**src/design/kmpa_pkg.sv**
```systemverilog
// kmpa_pkg: shared types and constants for the k-means pixel assign and update block
`timescale 1ns / 1ps
package kmpa_pkg;

   localparam int PIX_W       = 8;
   localparam int CEN_W       = 16;
   localparam int SUM_W       = 32;
   localparam int SQ_W        = 32;
   localparam int DIST_W      = 34;
   localparam int OUT_COUNT_W = 24;
   localparam int OUT_ID_W    = 6;
   localparam int OP_W        = 2;
   localparam int LOAD_IDX_W  = 6;
   localparam int ACT_W       = 7;
   localparam int NCH_W       = 3;
   localparam int CSR_IDX_W   = 4;
   localparam int CSR_DATA_W  = 32;
   localparam int PORT_CH     = 4;
   localparam int QUO_W       = 16;
   localparam int NUM_W       = SUM_W + 9;
   localparam int DIV_STEPS   = QUO_W;
   localparam int DIV_CNT_W   = 5;

   localparam logic [OP_W-1:0] OP_LOAD     = 2'd0;
   localparam logic [OP_W-1:0] OP_CLASSIFY = 2'd1;
   localparam logic [OP_W-1:0] OP_UPDATE   = 2'd2;

   localparam logic [CSR_IDX_W-1:0] REG_ACTIVE_CLUSTERS = 4'd0;
   localparam logic [CSR_IDX_W-1:0] REG_CHANNELS_IN_USE = 4'd1;

   localparam logic [ACT_W-1:0] ACT_RESET = 7'd32;
   localparam logic [NCH_W-1:0] NCH_RESET = 3'd3;

   localparam logic KIND_CLASSIFY = 1'b0;
   localparam logic KIND_REPORT   = 1'b1;

   typedef enum logic [2:0] {
      ST_IDLE,
      ST_SCAN,
      ST_ACC_RD,
      ST_ACC_WR,
      ST_CLS_OUT,
      ST_UPD_RD,
      ST_UPD_DIV,
      ST_UPD_OUT
   } state_type;

   // control from the sequencer to every lane
   typedef struct packed {
      logic cent_vld_rd;
      logic acc_vld_rd;
      logic cent_we;
      logic cent_upd_sel;
      logic sum_we;
      logic div_load;
      logic div_step;
      logic cnt_nonzero;
   } lane_ctl_type;

endpackage

```
**src/design/kmpa_lane.sv**
```systemverilog
// kmpa_lane: one channel lane with centroid and sum memories, squarer and divider
`timescale 1ns / 1ps
module kmpa_lane #(
   parameter int IW       = 6,
   parameter int CLUSTERS = 64,
   parameter int CNT_W    = 24
) (
   input  logic                        clock,
   input  kmpa_pkg::lane_ctl_type      ctl,
   input  logic                        in_use,
   input  logic [IW-1:0]               rd_addr,
   input  logic [IW-1:0]               cent_wr_addr,
   input  logic [IW-1:0]               sum_wr_addr,
   input  logic [kmpa_pkg::CEN_W-1:0]  load_data,
   input  logic [kmpa_pkg::PIX_W-1:0]  px,
   input  logic [CNT_W-1:0]            cnt,
   output logic [kmpa_pkg::SQ_W-1:0]   sq,
   output logic [kmpa_pkg::CEN_W-1:0]  upd_val
);
   import kmpa_pkg::*;

   logic [CEN_W-1:0] cent_mem [CLUSTERS];
   logic [SUM_W-1:0] sum_mem  [CLUSTERS];

   logic [CEN_W-1:0] cent_rd_ff;
   logic [SUM_W-1:0] sum_rd_ff;
   logic [CEN_W-1:0] cent_cur;
   logic [SUM_W-1:0] sum_cur;
   logic [CEN_W-1:0] px_fix;
   logic [CEN_W-1:0] mag;
   logic [SQ_W-1:0]  sq_ff;
   logic [SQ_W-1:0]  sq_in;
   logic [SUM_W:0]   sum_add;
   logic [SUM_W-1:0] sum_wr_data;
   logic [CEN_W-1:0] cent_wr_data;
   logic [NUM_W-1:0] num;
   logic [CNT_W:0]   rem_ff, rem_in, trial;
   logic [QUO_W-1:0] quo_ff, quo_in;
   logic [QUO_W-1:0] nlow_ff, nlow_in;

   always_ff @(posedge clock) begin
      cent_rd_ff <= cent_mem[rd_addr];
      sum_rd_ff  <= sum_mem[rd_addr];
      if (ctl.cent_we) begin
         cent_mem[cent_wr_addr] <= cent_wr_data;
      end
      if (ctl.sum_we) begin
         sum_mem[sum_wr_addr] <= sum_wr_data;
      end
   end

   // entries never written read as zero
   assign cent_cur = ctl.cent_vld_rd ? cent_rd_ff : '0;
   assign sum_cur  = ctl.acc_vld_rd ? sum_rd_ff : '0;

   assign px_fix = {px, 8'h00};
   assign mag    = (px_fix >= cent_cur) ? (px_fix - cent_cur) : (cent_cur - px_fix);
   assign sq_in  = in_use ? (SQ_W'(mag) * SQ_W'(mag)) : '0;

   always_ff @(posedge clock) begin
      sq_ff <= sq_in;
   end
   assign sq = sq_ff;

   assign sum_add     = {1'b0, sum_cur} + (SUM_W + 1)'(px);
   assign sum_wr_data = !in_use ? sum_cur :
                        (sum_add[SUM_W] ? {SUM_W{1'b1}} : sum_add[SUM_W-1:0]);

   // restoring divide, quotient known to fit 16 bits
   assign num   = {1'b0, sum_cur, 8'h00} + NUM_W'(cnt >> 1);
   assign trial = {rem_ff[CNT_W-1:0], nlow_ff[QUO_W-1]};

   always_comb begin
      rem_in  = rem_ff;
      quo_in  = quo_ff;
      nlow_in = nlow_ff;
      if (ctl.div_load) begin
         rem_in  = (CNT_W + 1)'(num >> QUO_W);
         quo_in  = '0;
         nlow_in = num[QUO_W-1:0];
      end else if (ctl.div_step) begin
         nlow_in = {nlow_ff[QUO_W-2:0], 1'b0};
         if (trial >= {1'b0, cnt}) begin
            rem_in = trial - {1'b0, cnt};
            quo_in = {quo_ff[QUO_W-2:0], 1'b1};
         end else begin
            rem_in = trial;
            quo_in = {quo_ff[QUO_W-2:0], 1'b0};
         end
      end
   end

   always_ff @(posedge clock) begin
      rem_ff  <= rem_in;
      quo_ff  <= quo_in;
      nlow_ff <= nlow_in;
   end

   assign upd_val      = (ctl.cnt_nonzero && in_use) ? quo_ff : cent_cur;
   assign cent_wr_data = ctl.cent_upd_sel ? upd_val : load_data;

endmodule

```
**config.mk**
```make
export PLATFORM = sky130hd
export DESIGN_NAME = kmpa_lane
export DESIGN_NICKNAME = d
export VERILOG_FILES = /design/src/design/kmpa_pkg.sv /design/src/design/kmpa_lane.sv
export SDC_FILE = /design/constraint.sdc
export NUM_CORES = 2
export LEC_CHECK = 0
export ABC_CLOCK_PERIOD_IN_PS = 9400
export BUFFER_PORTS_ARGS = -buffer_cell sky130_fd_sc_hd__buf_2
export CORE_MARGIN = 2
export CORE_UTILIZATION = 40
export DETAILED_ROUTE_END_ITERATION = 16
export HOLD_SLACK_MARGIN = 0.02
export PLACE_DENSITY = 0.55
export SETUP_SLACK_MARGIN = 0.02
export SLEW_MARGIN = 20
export SYNTH_ARGS = -nofsm -noshare
export SYNTH_HDL_FRONTEND = slang
export SYNTH_SLANG_ARGS = --single-unit
```
**constraint.sdc**
```tcl
create_clock -name clock -period 9.4 [get_ports clock]
set_input_delay 1.41 -clock clock [delete_from_list [all_inputs] [get_ports clock]]
set_output_delay 1.41 -clock clock [all_outputs]
set_load 0.05 [all_outputs]
```
# After elaboration in Yosys (flattened, before gate mapping)
# Memories as Yosys holds them, arrays and structs flattened. A register that Yosys moved wholly into a read port is not among the register bits.
# Index checks and enable logic that the tools add are counted.
dict set report totals {
  output_inout_bits 48
  ram_bits 3072
  register_bits 88
  elab_cells 33
  input_bits 76
  n_memories 2
}
# name depth word_bits read_ports rd_clocked_by_memory_dff write_ports line_no
set mem_list {}
lappend mem_list {sum_mem 64 32 1 1 1 kmpa_lane.sv:23} ;# logic [SUM_W-1:0] sum_mem [CLUSTERS];
lappend mem_list {cent_mem 64 16 1 1 1 kmpa_lane.sv:22} ;# logic [CEN_W-1:0] cent_mem [CLUSTERS];
dict set report classes {
  muxes 17
  add_sub_neg 5
  order_cmp 2
  n_reduce_logical 2
  n_mul 1
}
# cell n
set ops {}
lappend ops {{16-bit 2-to-1 mux} 6}
lappend ops {{32-bit 2-to-1 mux} 3}
lappend ops {{24-bit 2-to-1 mux} 3}
lappend ops {{40-bit by 23-bit adder with 40-bit output} 1}
lappend ops {{32-bit by 8-bit adder with 33-bit output} 1}
lappend ops {{16-bit by 16-bit multiplier with 32-bit output} 1}
lappend ops {{16-bit subtractor} 2}
lappend ops {{25-bit by 24-bit greater-or-equal comparator with 1-bit output} 1}
lappend ops {{24-bit subtractor} 1}
lappend ops {{16-bit greater-or-equal comparator} 1}
lappend ops {{1-bit 2-to-1 mux} 5}
lappend ops {{2-bit nonzero test} 1}
lappend ops {{1-bit logical AND} 1}

# Depth between registers and ports, before layout
dict set report depth {
  ltp_word 4
  ltp_mapped 37
  mapped_depth_nobuf 33
}

# Worst setup path before layout
# Ideal clock, no wire load.
dict set report synth_path {
  path_type {input-to-reg}
  startpoint {in ctl[7] in the netlist's numbering}
  endpoint {reg sq_ff[28] (netlist: sq[28])}
  path_stages 33
  t_arrival_ps 9599
  path_buffers 3
  slack_ps -261
  setup_time_ps 62
  required_ps 9338
  cell_sequence {clkbuf_1 clkbuf_1 nand2_1 inv_1 ha_1 nand3_1 o211ai_1 o211a_1 o31ai_1 nand2_1 mux2_2 inv_1 clkbuf_1 nor2_1 fa_1 inv_1 fa_1 inv_1 fa_1 fa_1 fa_1 inv_1 fa_1 inv_1 ha_1 a21o_1 a21o_1 a211oi_1 o21ai_0 a22oi_1 a311oi_1 or4_1 nand3_1}
}
dict set report synth_between {
  elab_chain_cells 4
  elab_cells_between_ends 6
  cone_classes {add/sub: 2; mul: 1; order compare: 1; mux: 2}
}
# item line_no
set synth_rtl {}
lappend synth_rtl {{start: declaration} kmpa_lane.sv:9} ;# input kmpa_pkg::lane_ctl_type ctl,
lappend synth_rtl {{16-bit 2-to-1 mux *} kmpa_lane.sv:53} ;# assign cent_cur = ctl.cent_vld_rd ? cent_rd_ff : '0;
lappend synth_rtl {{16-bit subtractor or 16-bit greater-or-equal comparator (tied branches)} kmpa_lane.sv:57} ;# assign mag = (px_fix >= cent_cur) ? (px_fix - cent_cur) : (cent_cur - px_fix);
lappend synth_rtl {{16-bit 2-to-1 mux *} kmpa_lane.sv:57}
lappend synth_rtl {{16-bit by 16-bit multiplier with 32-bit output *} kmpa_lane.sv:58} ;# assign sq_in = in_use ? (SQ_W'(mag) * SQ_W'(mag)) : '0;
lappend synth_rtl {{end signal: assignment} kmpa_lane.sv:61} ;# sq_ff <= sq_in;
lappend synth_rtl {{end: declaration} kmpa_lane.sv:31} ;# logic [SQ_W-1:0] sq_ff;
# Mark *: on every way between the ends. The rest lies on a longest branch, timed or not.
# A chain may end at the register's enable or synchronous reset.

# Final worst setup path
dict set report layout_path {
  startpoint {in ctl[7] in the netlist's numbering}
  endpoint {reg sq_ff[30] (netlist: sq[30])}
}
# Same word-level chain as after synthesis.

==> results.sh <==
export IMPL_nets=7326
export IMPL_setup_viol=0
export IMPL_drv_cap=0
export IMPL_synthTopCellsByArea="edfxtp_1, mux4_2, fa_1"
export IMPL_fin_skew_ns=0.09387
export IMPL_grt_overflow_total=0
export IMPL_ir_drop_mv=0.8323
export IMPL_cts_sinks=3207
export IMPL_drtIter0Drc=7802
export IMPL_worstMarginPinSlew_ns=1.074
export IMPL_grt_pass1_vias=67640
export IMPL_slew_headroom_pct=28.40
export IMPL_wirelength_um=355500
export IMPL_min_path_cells=2
export IMPL_comb_power_share_pct=35.8
export IMPL_core_rowCount=211
export IMPL_yosysTopAreaCell="edfxtp_1"
export IMPL_r2r_start="cent_rd_ff[10]"
export IMPL_synth_compound_area_share_pct=1.789
export IMPL_syn_num_nets=6896
export IMPL_syn_instance_count=6490
export IMPL_switching_power_mw=15.23
export IMPL_clk_latency_ns=0.91
export IMPL_crit_top_cell="fa_1"
export IMPL_area_growth_pct=14.01
export IMPL_period_minus_slack_ns=8.786
export IMPL_grtUsageTotal_pct=20.81
export IMPL_p_seq_share_pct=36.0
export IMPL_cp_end_kind="flip-flop"
export IMPL_drcViolationCount=0
export IMPL_worst_endpoint_arrival_ns=9.55
export IMPL_slew_violations=0
export IMPL_reg2reg_slack_ns=0.94
export IMPL_fp_dieW_um=581.2
export IMPL_place_congestion=0.8619
export IMPL_cts_tree="built"
export IMPL_yosys_area_share_simple_pct=2.756
export IMPL_hold_viol_final=0
export IMPL_ys_seq_area_share_pct=71.55
export IMPL_first_pass_iters=6
export IMPL_dp_hpwl_um=199000
export IMPL_post_cts_buffers=0
export IMPL_clk_pin_slew_ns=0.06
export IMPL_core_um2=331100
export IMPL_finalNonFillerCells=11560
export IMPL_dp_cells=10950
export IMPL_vias=66610
export IMPL_layout_common_cells="edfxtp_1, mux4_2, clkbuf_16"
export IMPL_grt_max_degree=141
export IMPL_min_period_over_period_pct=93.47
export IMPL_intPower_mw=30.29
export IMPL_setup_worst_path_start_class="input port"
export IMPL_r2r_end="sq[30]"
export IMPL_htree_levels=5
export IMPL_ant_nets=0
export IMPL_die_y_um=581.2
export IMPL_port_buffer_count=122
export IMPL_synth_mux_area_share_pct=17.58
export IMPL_cts_resized=0
export IMPL_cts_buffer_depth=4
export IMPL_synth_edf_count=3112
export IMPL_cp_slowest_stage_delay_ns=0.55
export IMPL_fin_util_pct=45.90
export IMPL_cts_buffers_inserted=336
export IMPL_cts_root_buf="clkbuf_16"
export IMPL_p_sw_share_pct=33.45
export IMPL_syn_avg_cell_area_um2=20.53
export IMPL_min_from="quo_ff[2]"
export IMPL_synth_xor_area_share_pct=0.5849
export IMPL_routedWlPerCell_um=30.76
export IMPL_cts_hold_buf=0
export IMPL_synth_warnings=0
export IMPL_synth_cell_type_count=76
export IMPL_crit_type="in2reg"
export IMPL_critPathRequiredTime_ns=10.16
export IMPL_synth_top_family_by_area="multiplexers"
export IMPL_grt_pass1_wl_um=502800
export IMPL_power_frac_clock_pct=28.3
export IMPL_final_common_cell="edfxtp_1"
export IMPL_viasPerCell=5.762
export IMPL_path_max_fanout=7
export IMPL_p_leak_nw=50.12
export IMPL_reg2reg_depth=31
export IMPL_fmax_mhz=113.8
export IMPL_min_to="quo_ff[2]"
export IMPL_dieArea_um2=337800
export IMPL_pwr_density_cell_nw_per_um2=299.6
export IMPL_syn_cell_area_um2=133300
export IMPL_ys_seq_elements=3207
export IMPL_synth_adder_area_share_pct=4.033
export IMPL_synth_async_sr_flop_share_pct=0
export IMPL_antenna_found_initial=39
export IMPL_initial_core_util_pct=40.26
export IMPL_holdCritPathClass="reg2reg"
export IMPL_synthFlopType="edfxtp_1"
export IMPL_synth_top_area_share_pct=70.12
export IMPL_rsz0062_at_grt="false"
export IMPL_outcome="complete, no violations"
export IMPL_layout_drive_gt1_share_pct=28.74
export IMPL_crit_path_top_delay_cell="fa_1"
export IMPL_ios=124
[flip-flops by register name, indices dropped and copies added (netlist names)]
signal / flops
nlow_ff: 16
quo_ff: 16
sum_rd_ff: 32
sq: 31
sum_mem: 2048
cent_mem: 1024
cent_rd_ff: 16
rem_ff: 24
[critical path, delay by kind of cell]
| family | cells | cell delay, ns |
|---|---|---|
| muxes | 1 | 0.24 |
| buffers and inverters | 8 | 0.96 |
| AOI/OAI and AO/OA | 12 | 2.67 |
| and+or+nand+nor | 3 | 0.67 |
| adders and majority gates | 8 | 3.59 |
[power by group through the flow]
stage               registers [mW]  logic [mW]  clock network (mW)
floorplan                     16.8        11.0                   0
detailed placement            16.7        16.1                   0
global placement              16.7        16.0                   0
CTS                           16.4        16.3                13.1
global route                  16.4        18.1                13.7
finish                        16.4        16.3                12.9
[layer usage]
layer	track usage, %	vias to the layer above	share of wire [%]
li1	-	27320	-
met1	30.39	36210	43
met2	31.72	2638	46
met3	4.928	436	8.7
met4	4.864	6	2.1
met5	0	-	0.011
[synthesized netlist by cell type (19+ instances only)]
cell type and number:
a21o_1 35, a21oi_1 91, and2_1 41, buf_1 64
clkbuf_1 234, dfxtp_1 95, edfxtp_1 3112, fa_1 166
ha_1 164, inv_1 288, mux2_2 42, mux2i_1 50
mux4_2 997, nand2_1 237, nand2b_1 24, nand3_1 54
nor2_1 297, nor2b_1 19, nor3_1 40, o21a_1 22
o21ai_0 85, xnor2_1 51, xor2_1 38
[cell families (layout without fill, tap and decap cells)]
family	after synthesis	in the layout
compound gates	363	363
xor+xnor	89	89
simple gates	809	809
other cells	1	16
flops	3207	3207
mux	1089	1089
buf+inv	602	1291
fa+ha+maj	330	330
[worst max path at each step]
| stage | startpoint | to | slack (ns) | depth (start not counted) |
|---|---|---|---|---|
| after floorplan | ctl[7] | sq[28] | 0.04 | 32 |
| after global placement | ctl[7] | sq[28] | 0.04 | 32 |
| after detailed placement | ctl[7] | sq[30] | -0.21 | 32 |
| after CTS | ctl[7] | sq[30] | 0.69 | 32 |
| after global routing | ctl[7] | sq[30] | 0.25 | 33 |
| final | ctl[7] | sq[30] | 0.61 | 32 |
[per-stage QoR]
step	setup TNS [ns]	power (mW)	setup slack [ns]	cell area (um^2)	hold slack, ns
after floorplan	0	27.79	0.04065	133300	0.4602
after global placement	0	32.67	0.03952	141300	0.4855
after detailed placement	-0.5430	32.79	-0.2122	141300	0.5134
after CTS	0	45.77	0.6856	151800	0.5316
after global routing	0	48.16	0.2537	151900	0.5402
final	0	45.52	0.6136	151900	0.5296
[final cells by class]
type	count	area, um^2
Clock inverter	190	1593
Timing Repair Buffer	401	2947
Inverter	293	1102
Multi-Input combinational cell	2681	36530
Sequential cell	3207	95350
Tap cell	4366	5463
Clock buffer	407	8917
Antenna cell	15	37.54
Fill cell	27640	179100
Power figures use the tool's default switching activity.
