[src/design/kmpa_pkg.sv]
// kmpa_pkg: shared types and constants for the k-means pixel assign and update block
`timescale 1ns / 1ps
package kmpa_pkg;

   localparam int PIX_W       = 8;
   localparam int CEN_W       = 16;
   localparam int SUM_W       = 32;
   localparam int SQ_W        = 32;
   localparam int DIST_W      = 34;
   localparam int OUT_COUNT_W = 24;
   localparam int OUT_ID_W    = 6;
   localparam int OP_W        = 2;
   localparam int LOAD_IDX_W  = 6;
   localparam int ACT_W       = 7;
   localparam int NCH_W       = 3;
   localparam int CSR_IDX_W   = 4;
   localparam int CSR_DATA_W  = 32;
   localparam int PORT_CH     = 4;
   localparam int QUO_W       = 16;
   localparam int NUM_W       = SUM_W + 9;
   localparam int DIV_STEPS   = QUO_W;
   localparam int DIV_CNT_W   = 5;

   localparam logic [OP_W-1:0] OP_LOAD     = 2'd0;
   localparam logic [OP_W-1:0] OP_CLASSIFY = 2'd1;
   localparam logic [OP_W-1:0] OP_UPDATE   = 2'd2;

   localparam logic [CSR_IDX_W-1:0] REG_ACTIVE_CLUSTERS = 4'd0;
   localparam logic [CSR_IDX_W-1:0] REG_CHANNELS_IN_USE = 4'd1;

   localparam logic [ACT_W-1:0] ACT_RESET = 7'd32;
   localparam logic [NCH_W-1:0] NCH_RESET = 3'd3;

   localparam logic KIND_CLASSIFY = 1'b0;
   localparam logic KIND_REPORT   = 1'b1;

   typedef enum logic [2:0] {
      ST_IDLE,
      ST_SCAN,
      ST_ACC_RD,
      ST_ACC_WR,
      ST_CLS_OUT,
      ST_UPD_RD,
      ST_UPD_DIV,
      ST_UPD_OUT
   } state_type;

   // control from the sequencer to every lane
   typedef struct packed {
      logic cent_vld_rd;
      logic acc_vld_rd;
      logic cent_we;
      logic cent_upd_sel;
      logic sum_we;
      logic div_load;
      logic div_step;
      logic cnt_nonzero;
   } lane_ctl_type;

endpackage

[src/design/kmpa_merge.sv]
// kmpa_merge: adds lane squares into a distance and keeps the nearest centroid
`timescale 1ns / 1ps
module kmpa_merge #(
   parameter int NL = 4,
   parameter int IW = 6
) (
   input  logic                       clock,
   input  logic                       reset,
   input  logic [kmpa_pkg::SQ_W-1:0]  sq [NL],
   input  logic                       sq_vld,
   input  logic [IW-1:0]              sq_idx,
   output logic [IW-1:0]              best_idx,
   output logic                       busy
);
   import kmpa_pkg::*;

   logic [DIST_W-1:0] dist_in, dist_ff;
   logic              dist_vld_ff;
   logic [IW-1:0]     dist_idx_ff;
   logic [DIST_W-1:0] best_d_ff;
   logic [IW-1:0]     best_ff;

   always_comb begin
      dist_in = '0;
      for (int i = 0; i < NL; i++) begin
         dist_in = dist_in + DIST_W'(sq[i]);
      end
   end

   always_ff @(posedge clock) begin
      if (reset) begin
         dist_vld_ff <= 1'b0;
      end else begin
         dist_vld_ff <= sq_vld;
      end
   end

   always_ff @(posedge clock) begin
      dist_ff     <= dist_in;
      dist_idx_ff <= sq_idx;
      // only a strictly smaller distance wins, so ties keep the lower index
      if (dist_vld_ff && (dist_idx_ff == '0 || dist_ff < best_d_ff)) begin
         best_d_ff <= dist_ff;
         best_ff   <= dist_idx_ff;
      end
   end

   assign best_idx = best_ff;
   assign busy     = dist_vld_ff;

endmodule

[config.mk]
export PLATFORM = sky130hd
export DESIGN_NAME = kmpa_merge
export DESIGN_NICKNAME = d
export VERILOG_FILES = /design/src/design/kmpa_pkg.sv /design/src/design/kmpa_merge.sv
export SDC_FILE = /design/constraint.sdc
export NUM_CORES = 1
export LEC_CHECK = 0
export BUFFER_PORTS_ARGS = -buffer_cell sky130_fd_sc_hd__buf_2
export CAP_MARGIN = 10
export CORE_MARGIN = 10
export CORE_UTILIZATION = 60
export CTS_CLUSTER_DIAMETER = 120
export DETAILED_ROUTE_END_ITERATION = 8
export GPL_ROUTABILITY_DRIVEN = 0
export PLACE_DENSITY = 0.87
export REMOVE_ABC_BUFFERS = 1
export SETUP_SLACK_MARGIN = 0.4
export SLEW_MARGIN = 20
export SYNTH_ARGS = -nofsm -noshare
export SYNTH_HDL_FRONTEND = slang
export SYNTH_SLANG_ARGS = --single-unit
[constraint.sdc]
create_clock -name clock -period 7 [get_ports clock]
set_clock_uncertainty 0.2 [all_clocks]
set_input_delay 1.4 -clock clock [delete_from_list [all_inputs] [get_ports clock]]
set_output_delay 1.4 -clock clock [all_outputs]
set_load 0.02 [all_outputs]
======== Word level (Yosys, flattened, before mapping) ========
Cells that the tools add are included.
word-level totals
  register bits ........................... 81
  output and inout port bits .............. 7
  logic and storage cells ................. 12
  input port bits ......................... 137
cells by class
  add/sub/neg operators ................... 3
  reductions and logical operators ........ 3
  $lt $le $gt $ge ......................... 1
operators by type and width
  operator                 number
  adder 33 x 32 -> 34 bit  1
  adder 34 x 32 -> 34 bit  1
  < comparator 34 bit      1
  adder 32 x 32 -> 33 bit  1
  logical NOT 6 bit        1
  logical AND 1 bit        1
  logical OR 1 bit         1

======== Logic depth before layout (Yosys ltp) ========
Gate-level depths: netlist of run 1.
  depth in word-level cells ............... 3
  mapped depth ............................ 13
  depth with buffers taken out ............ 13

======== Worst setup path after synthesis of run 1 ========
Ideal clock, no wire load.
  path type ............................... input -> register
  from .................................... input port sq[1] (netlist name)
  to ...................................... register dist_ff[33]
  required time ........................... 6.678 ns
  arrival time ............................ 4.518 ns
  stages on the path ...................... 13
  path slack .............................. 2.160 ns
  buffers on the path ..................... 0
  library setup time ...................... 0.122 ns
  path through ............................ inv_1 -> fa_1 -> inv_1 -> fa_1 -> ha_1 -> fa_1 -> a21o_1 -> a311oi_2 -> o22ai_2 -> o221ai_2 -> and4bb_1 -> o31ai_2 -> a311o_1
on the way
  word-level cells in the longest chain between the ends .. 1
RTL lines
  element                  RTL line          text
  start, declared          kmpa_merge.sv:9   input logic [kmpa_pkg::SQ_W-1:0] sq [NL],
  adder 34 x 32 -> 34 bit  kmpa_merge.sv:26  dist_in = dist_in + DIST_W'(sq[i]);
  named net dist_in[33]    kmpa_merge.sv:17  logic [DIST_W-1:0] dist_in, dist_ff;
  end signal, assigned     kmpa_merge.sv:39  dist_ff <= dist_in;
  end, declared            kmpa_merge.sv:17
The timed path passes the listed nets, and every way through them passes these cells.
A chain may end at the register's enable or synchronous reset.

======== Final worst setup path of run 1 ========
Same ends and word-level chain as after synthesis.

==> flow_summary.ini, run 1 <==
[synthesis]
yosysWarnings = 0
async_reset_ff_share_pct = 0
synth_cell_types = 62
yosysSeqAreaShare_pct = 30.1
netlist_area_um2 = 6720
synth_cells = 702
yosys.area.top_type = fa_1
synth_flop_cell = dfxtp_1
synth_area_leaders = fa_1 19%, edfxtp_1 18%, ha_1 12%, dfxtp_1 12%, inv_1 12%
yosysTopAreaCellShare_pct = 19.1
synth_common_cells = 216 x inv_1, 66 x ha_1, 64 x fa_1, 41 x dfxtp_1, 40 x edfxtp_1
ys_seq_elements = 81
avgSynthCellArea_um2 = 9.58
yosysMostFrequentCell = inv_1
synth_edf_count = 40

[power_and_ir_drop]
p_clk_share_pct = 11.8
leakage_nw = 4.14
pwr-share-seq_pct = 33.9
combPwrFrac_pct = 54.4
switching_share_pct = 40.8
intPower_mw = 1.48
p_sw_mw = 1.02
p_per_area_nw_per_um2 = 323
ir_drop_uv = 144

[grt]
grt_pass1_vias = 5384
grt_antenna_before_repair = 0
gr-total-overflow = 0
grt_max_degree = 41
grt_usage_pct = 16.8
grt_pass1_wl_um = 23100

[floorplan]
die_x_um = 126
rows = 38
die_y_um = 126
ioPinCount = 144
dieArea_um2 = 15800
core_area_um2 = 10900
start_util_pct = 61.7

[placement]
placedCellCount = 971
port_buffers = 143
dp_hpwl_um = 11300
dp_slack_ns = 1.73

[worst_setup_path]
cpPeakStageDelay_ns = 0.52
reg2reg_depth = 9
r2r_end = best_d_ff[10]
start_kind = primary input
crit_path_end_kind = flop
reg2reg_from = best_d_ff[19]
cp_common_cell = fa_1
worst-path-stages = 14
path_class = in2reg
arrival_ns = 4.96
required_ns = 7.03
cp_top_family = adder cells
path_cells = buf_2, inv_1, fa_1, inv_1, fa_1, ha_1, fa_1, a21o_1, a311oi_2, o22ai_2, o221ai_2, and4bb_1, o31ai_2, a311o_1
path_max_fanout = 4
cpMaxStageDelayCell = fa_1
path_buf_inv = 3
r2r_slack_ns = 3.98

[drt]
wirelength_um = 13200
vias = 5029
drt_drc_violations_left = 0
via_per_inst = 5.10
drt_iter0_drc = 275
firstDrtPassIters = 4
ant_nets = 0
wl_per_cell_um = 13.4

[clocking]
insertion_delay_ns = 0.34
cts_resized = 0
root_buffer = clkbuf_8
clkSinkCount = 81
htreeDepth = 3
cts_setup_buffers = 0
cts_made_buffers = 9
clockBufferDepth = 2
path_clk_slew_ns = 0.08
postCtsHoldBufs = 0
cts_tree = built

[worst_hold_path]
hold-path-endpoint = best_idx[2]
hold_start = dist_idx_ff[2]
worstHoldPathType = reg2reg
holdPathStages = 0

[final_layout]
syn_to_final_growth_pct = 15.0
final_cells = 987
n_antenna_cell = 0
utilization_pct = 71.0
final_nets = 1109
fillers = 814
drive_gt1_share_pct = 20.4

[sta]
post-route-period-util_pct = 70.5
min_period_ns = 4.94
fin_hold_ws_ns = 0.227
hold_viol = 0
rsz0062_at_grt = no
fmax_mhz = 203
setup_slack_ns = 2.06
setup_viol = 0
slew_headroom_pct = 37.5
fin_setup_tns_ns = 0
slew_violations = 0
worst_slew_pin_slew_ns = 0.937

[flow_run]
cap_violations = 0

[status]
status = completed
-- cells in the final DEF (no fill, tap or decap), types with 4 or more instances in the layout --
| cell type | n |
|---|---|
| a21o_1 | 22 |
| a21oi_1 | 34 |
| a31oi_1 | 6 |
| and3_1 | 4 |
| buf_2 | 143 |
| clkbuf_8 | 10 |
| dfxtp_1 | 41 |
| edfxtp_1 | 40 |
| fa_1 | 64 |
| ha_1 | 66 |
| inv_1 | 216 |
| nand2_1 | 21 |
| nand3_1 | 8 |
| nand3b_1 | 4 |
| nand4_1 | 13 |
| nor2_1 | 16 |
| nor2b_1 | 9 |
| nor3_1 | 10 |
| o2111ai_1 | 4 |
| o211ai_1 | 4 |
| o21a_1 | 6 |
| o21ai_0 | 14 |
| o21ai_1 | 5 |
| or3_1 | 4 |
| xnor2_1 | 13 |
| xor2_1 | 12 |
-- per-layer routing --
layer	part of all wire [%]	track usage, %	vias to the layer above
li1	-	-	2549
met3	5.6	3.48	6
met5	0	0	-
met2	52	29.7	121
met1	42	20.1	2353
met4	0.49	4.55	0
-- metrics by stage --
step / power, mW / area [um2]
CTS: 2.51 / 7730
detailed placement: 2.20 / 7560
finish: 2.50 / 7730
global route: 2.74 / 7730
floorplan: 1.87 / 6660
global placement: 2.15 / 7560
-- kinds of logic after synthesis --
kind of cell / after synthesis / share of synthesized area, %
flip-flops: 81 / 30.1
AO/OA/AOI/OAI: 130 / 13.6
XOR/XNOR: 25 / 3.26
adder cells (fa/ha/maj): 130 / 31.3
buffers and inverters: 230 / 12.9
AND/OR/NAND/NOR: 106 / 8.75
-- power by group through the flow --
stage	combinational (mW)	clock (mW)	sequential (mW)
3_3_place_gp	1.30	0	0.848
6_report	1.36	0.294	0.845
4_1_cts	1.36	0.299	0.849
2_1_floorplan	1.03	0	0.838
3_5_place_dp	1.35	0	0.858
5_1_grt	1.55	0.319	0.871
-- flip-flops by register name, summed over array words and instances, names as in the netlist --
name	flops
best_d_ff	34
best_idx	6
dist_idx_ff	6
busy	1
dist_ff	34
-- final cells by class --
| cell class | instances | area, um2 | share of cell area, % |
|---|---|---|---|
| multi-input cells | 391 | 3830 | 49.6 |
| flip-flops and latches | 81 | 2020 | 26.2 |
| inverters | 216 | 811 | 10.5 |
| repair buffers | 143 | 716 | 9.26 |
| well taps | 140 | 175 | 2.27 |
| clock buffers | 11 | 141 | 1.83 |
| clock inverters | 5 | 31.3 | 0.405 |
-- worst max path at each step --
| stage | startpoint | end | slack [ns] |
|---|---|---|---|
| after floorplan | sq[1] | dist_ff[33] | 2.16 |
| after global placement | sq[1] | dist_ff[33] | 1.82 |
| after detailed placement | sq[1] | dist_ff[33] | 1.73 |
| after CTS | sq[1] | dist_ff[33] | 2.09 |
| after global routing | sq[1] | dist_ff[33] | 1.93 |
| final | sq[1] | dist_ff[33] | 2.06 |
(Power assumes the default switching activity.)
==> run 2: changes to the inputs <==
--- a/config.mk
+++ b/config.mk
@@ -8,11 +8,11 @@
 export BUFFER_PORTS_ARGS = -buffer_cell sky130_fd_sc_hd__buf_2
 export CAP_MARGIN = 10
 export CORE_MARGIN = 10
-export CORE_UTILIZATION = 60
+export CORE_UTILIZATION = 51
 export CTS_CLUSTER_DIAMETER = 120
 export DETAILED_ROUTE_END_ITERATION = 8
 export GPL_ROUTABILITY_DRIVEN = 0
-export PLACE_DENSITY = 0.87
+export PLACE_DENSITY = 0.78
 export REMOVE_ABC_BUFFERS = 1
 export SETUP_SLACK_MARGIN = 0.4
 export SLEW_MARGIN = 20
==> constraint.sdc (replaced) <==
create_clock -name clock -period 4.06 [get_ports clock]
set_clock_uncertainty 0.2 [all_clocks]
set_input_delay 0.812 -clock clock [delete_from_list [all_inputs] [get_ports clock]]
set_output_delay 0.812 -clock clock [all_outputs]
set_load 0.02 [all_outputs]
==> run 2 against run 1 <==
  * Utilization is 4.5 points lower
  * Combinational power rose by 110%
  * Die area up 15%
  * First-iteration DRC count down 1.5%
  * Final cell count is 9.5% higher
  * Register-to-register slack worse by 2.8 ns
  * Via count is 4.7% higher
  * Sequential share of layout area shrank 2.3 points
  * Power rose by 100%
  * Largest cell class unchanged
  * Largest power group unchanged
==> flow_summary.ini, run 2 (synthesis results as in run 1) <==
[clocking]
cts_made_buffers = 9
cts_tree = built
path_clk_slew_ns = 0.06
htreeDepth = 3
clockBufferDepth = 2
clkSinkCount = 81
root_buffer = clkbuf_16
insertion_delay_ns = 0.33
postCtsHoldBufs = 0

[sta]
slew_headroom_pct = 70.1
hold_viol = 0
setup_slack_ns = 0.0988
worst_slew_pin_slew_ns = 0.449
post-route-period-util_pct = 97.6
fmax_mhz = 252
min_period_ns = 3.96
slew_violations = 0
rsz0062_at_grt = yes
setup_viol = 0
fin_setup_tns_ns = 0

[worst_setup_path]
worst-path-stages = 16
arrival_ns = 3.97
cpMaxStageDelayCell = fa_1
reg2reg_from = best_d_ff[19]
r2r_slack_ns = 1.15
path_cells = buf_6, inv_2, fa_1, inv_2, fa_1, ha_2, fa_2, a21o_1, a311oi_2, buf_4, buf_6, o22a_1, a21oi_2, a21boi_4, and4_1, nor3_1
reg2reg_depth = 10
path_max_fanout = 6
r2r_end = best_d_ff[23]
required_ns = 4.07
cp_top_family = adder cells
crit_path_end_kind = flop
path_buf_inv = 5
start_kind = primary input
path_class = in2reg
cpPeakStageDelay_ns = 0.54

[grt]
gr-total-overflow = 0
grt_usage_pct = 15.7
grt_antenna_before_repair = 0
grt_max_degree = 35
grt_pass1_vias = 5554
grt_pass1_wl_um = 24200

[placement]
port_buffers = 143
dp_slack_ns = -0.410
placed_cell_area_um2 = 7960
placedCellCount = 1051
dp_hpwl_um = 11400

[floorplan]
ioPinCount = 144
dieArea_um2 = 18200
core_area_um2 = 12800
die_x_um = 135
start_util_pct = 52.6
die_y_um = 135
rows = 41

[final_layout]
n_antenna_cell = 0
final_nets = 1171
finalInstanceArea_um2 = 8490
final_common_cell = inv_1
reg.largest.list = best_d_ff x34, dist_ff x34
syn_to_final_growth_pct = 26.3
final_cells = 1081
drive_gt1_share_pct = 28.2
layout_common_cells = 212 x inv_1, 142 x buf_2, 63 x fa_1, 62 x ha_1, 60 x buf_4

[worst_hold_path]
worstHoldPathType = reg2reg
holdPathStages = 0
hold_start = dist_idx_ff[2]
hold-path-endpoint = best_idx[2]

[power_and_ir_drop]
ir_drop_uv = 309
p_per_area_nw_per_um2 = 598
p_clk_share_pct = 15.1
p_sw_mw = 1.95
intPower_mw = 3.13
pwr-share-seq_pct = 28.7
switching_share_pct = 38.4
combPwrFrac_pct = 56.3
leakage_nw = 4.52
finalPower_mw = 5.08

[flow_run]
cap_violations = 0

[drt]
wl_per_cell_um = 12.7
via_per_inst = 4.87
ant_nets = 0
drt_iter0_drc = 271
vias = 5265
drt_drc_violations_left = 0
wirelength_um = 13800
firstDrtPassIters = 4

[status]
status = completed
==> run 2: cell types whose count changed in the layout (fill, tap and decap cells not counted), sizes merged <==
cell      delta
buf         +62
clkbuf       +1
clkinvlp     -1
==> run 2: power groups by stage <==
stage          Combinational [mW]  Sequential, mW  Clock (mW)
3_5_place_dp                 2.60            1.48           0
2_1_floorplan                1.78            1.44           0
5_1_grt                      3.23            1.50       0.810
3_3_place_gp                 2.52            1.46           0
6_report                     2.86            1.46       0.765
4_1_cts                      2.76            1.46       0.781
==> run 2: metal layers <==
metal / vias to the layer above / global-route usage [%] / share of wire (%)
li1: 2677 / - / -
met1: 2449 / 20.2 / 43
met2: 123 / 26.4 / 50
met3: 16 / 3.26 / 5.0
met4: 0 / 3.93 / 1.2
met5: - / 0 / 0
==> run 2: worst max path at each step <==
stage,from,end,slack [ns]
2_1_floorplan,sq[1],dist_ff[33],-0.19
3_3_place_gp,sq[1],dist_ff[33],-0.38
3_5_place_dp,sq[1],dist_ff[33],-0.41
4_1_cts,sq[1],dist_ff[27],0.11
5_1_grt,sq[1],dist_ff[27],-0.02
6_report,sq[1],dist_ff[27],0.1
==> run 2: area by class of cell <==
cell class | count | area [um2]
fillers | 1035 | 4280
multi-input cells | 391 | 3960
flip-flops and latches | 81 | 2020
repair buffers | 205 | 1190
inverters | 216 | 811
clock buffers | 12 | 268
well taps | 172 | 215
clock inverters | 4 | 25.0
==> run 2: timing repair <==
action                     CTS  global route
setup buffers               11             3
pin swaps                   18            17
gates resized for setup     15            14
gates cloned                 0             0
setup endpoints to repair   21            22
==> run 2: per-stage QoR <==
step | util, % | hold WS, ns
2_1_floorplan | - | 0.200
3_5_place_dp | 62.3 | 0.208
6_report | 66.5 | 0.220
4_1_cts | 65.7 | 0.222
5_1_grt | 66.5 | 0.241
3_3_place_gp | 62.3 | 0.208
==> run 3: changes to the inputs <==
--- a/config.mk
+++ b/config.mk
@@ -7,6 +7,7 @@
 export LEC_CHECK = 0
 export BUFFER_PORTS_ARGS = -buffer_cell sky130_fd_sc_hd__buf_2
 export CAP_MARGIN = 10
+export CORE_ASPECT_RATIO = 0.8
 export CORE_MARGIN = 10
 export CORE_UTILIZATION = 51
 export CTS_CLUSTER_DIAMETER = 120
==> run 3 against run 2 <==
  * Register-to-register slack is essentially flat
  * Fmax fell by 0.90%
  * Clock-buffer cell count increased by 2
  * Final area rose by 3.5%
  * Sequential share of layout area shrank 0.80 points
  * First-iteration DRC count up 59%
  * Critical path depth rose by 1
  * Clock power increased by 13%
  * Worst setup slack got worse by 0.036 ns
  * Non-clock buffer count is 7 higher
  * Critical path type unchanged
==> flow_summary.ini, run 3 (synthesis results as in run 1) <==
[placement]
placed_cell_area_um2 = 8000
dp_hpwl_um = 11900
port_buffers = 143
dp_slack_ns = -0.411

[worst_setup_path]
path_buf_inv = 6
crit_path_end_kind = flop
path_class = in2reg
required_ns = 4.07
start_kind = primary input
cpMaxStageDelayCell = fa_1
cpPeakStageDelay_ns = 0.52
path_cells = buf_6, inv_2, fa_1, inv_1, fa_1, ha_2, fa_2, a21o_1, a311oi_2, buf_4, buf_6, o22a_1, a21oi_2, a21boi_2, buf_6, o311ai_2, a21boi_1
path_max_fanout = 4
cp_common_cell = buf_6
arrival_ns = 4.01
cp_top_family = adder cells

[grt]
grt_usage_pct = 16.0
grt_max_degree = 35
grt_pass1_wl_um = 24500
grt_pass1_vias = 5644
gr-total-overflow = 0
grt_antenna_before_repair = 0

[floorplan]
core_area_um2 = 12900
dieArea_um2 = 18200
rows = 37
die_y_um = 123
die_x_um = 148
start_util_pct = 52.2
ioPinCount = 144

[power_and_ir_drop]
ir_drop_uv = 258
finalPower_mw = 5.48
leakage_nw = 4.63
p_per_area_nw_per_um2 = 624

[drt]
drt_drc_violations_left = 0
ant_nets = 0
detailroute.wirelength.met2_um = 7630
wl_per_cell_um = 14.0
vias = 5414
via_per_inst = 4.96
routed.top_layer = met4
drt_iter0_drc = 432
firstDrtPassIters = 4
met3_length_um = 797
wirelength_um = 15200
met1_length_um = 6640

[final_layout]
finalInstanceArea_um2 = 8790
final_nets = 1178
syn_to_final_growth_pct = 30.7
drive_gt1_share_pct = 31.2
layout_common_cells = 212 x inv_1, 142 x buf_2, 63 x fa_1, 58 x buf_4, 55 x ha_1
utilization_pct = 68.3
final_common_cell = inv_1
reg.largest.list = best_d_ff x34, dist_ff x34
n_antenna_cell = 0

[clocking]
clockBufferDepth = 2
cts_made_buffers = 9
postCtsHoldBufs = 0
insertion_delay_ns = 0.33
cts_tree = built
clkSinkCount = 81
path_clk_slew_ns = 0.05
htreeDepth = 3
root_buffer = clkbuf_16

[sta]
fmax_mhz = 250
rsz0062_at_grt = yes
slew_headroom_pct = 67.7
worst_slew_pin_slew_ns = 0.481
hold_viol = 0
fin_setup_tns_ns = 0
setup_viol = 0
setup_slack_ns = 0.0629
min_period_ns = 4.00
slew_violations = 0
post-route-period-util_pct = 98.5

[worst_hold_path]
worstHoldPathType = reg2reg

[flow_run]
cap_violations = 0

[status]
status = completed
[run 3: changes by cell type in the layout (fill, tap and decap cells not counted), moves of 3 or more]
cell	before	now
ha_2	3	6
ha_1	62	55
xnor2_1	11	6
xnor2_2	2	7
ha_4	1	5
buf_6	3	12
[run 3: worst paths after layout]
check	from	endpoint	slack [ns]	cells past startpoint
hold / removal	dist_idx_ff[4]	best_idx[4]	0.23	0
hold reg to reg	dist_idx_ff[4]	best_idx[4]	0.23	0
setup / recovery	sq[1]	dist_ff[31]	0.06	17
setup reg to reg	best_d_ff[19]	best_idx[4]	1.16	10
[run 3: final cells by class]
cell class | instances | area, um2
Timing Repair Buffer | 212 | 1280
Fill cell | 979 | 4080
Sequential cell | 81 | 2020
Multi-Input combinational cell | 391 | 4130
Tap cell | 175 | 219
Clock inverter | 2 | 60.1
Clock buffer | 14 | 264
Inverter | 216 | 811
[run 3: timing repair]
item / CTS / global route
pin swaps: 20 / 24
resized for setup: 14 / 53
endpoints found under the setup margin: 22 / 23
cloned: 0 / 0
setup buffers: 12 / 4
[run 3: layer usage]
metal / vias to the layer above / global-route usage [%]
met1: 2554 / 20.0
met4: 0 / 3.89
li1: 2689 / -
met3: 20 / 3.75
met2: 151 / 27.5
met5: - / 0
[run 3: power by group]
| part | leakage, nW | switching [mW] | total [mW] | internal (mW) |
|---|---|---|---|---|
| Sequential | 0.721 | 0.165 | 1.47 | 1.31 |
| Combinational | 3.76 | 1.63 | 3.14 | 1.51 |
| Clock | 0.157 | 0.295 | 0.868 | 0.573 |
[run 3: worst register-to-register path, delay by kind of cell, from the launching register on]
kind	cells	cell delay, ns
buffers and inverters	2	0.50
flip-flops	1	0.35
AO/OA/AOI/OAI	5	0.87
AND/OR/NAND/NOR	2	0.38
adder cells (fa/ha/maj)	1	0.23
[run 3: per-stage QoR]
step	hold WS, ns	cells
global route	0.231	1091
global placement	0.208	1059
finish	0.225	1091
floorplan	0.200	688
detailed placement	0.211	1059
CTS	0.229	1087
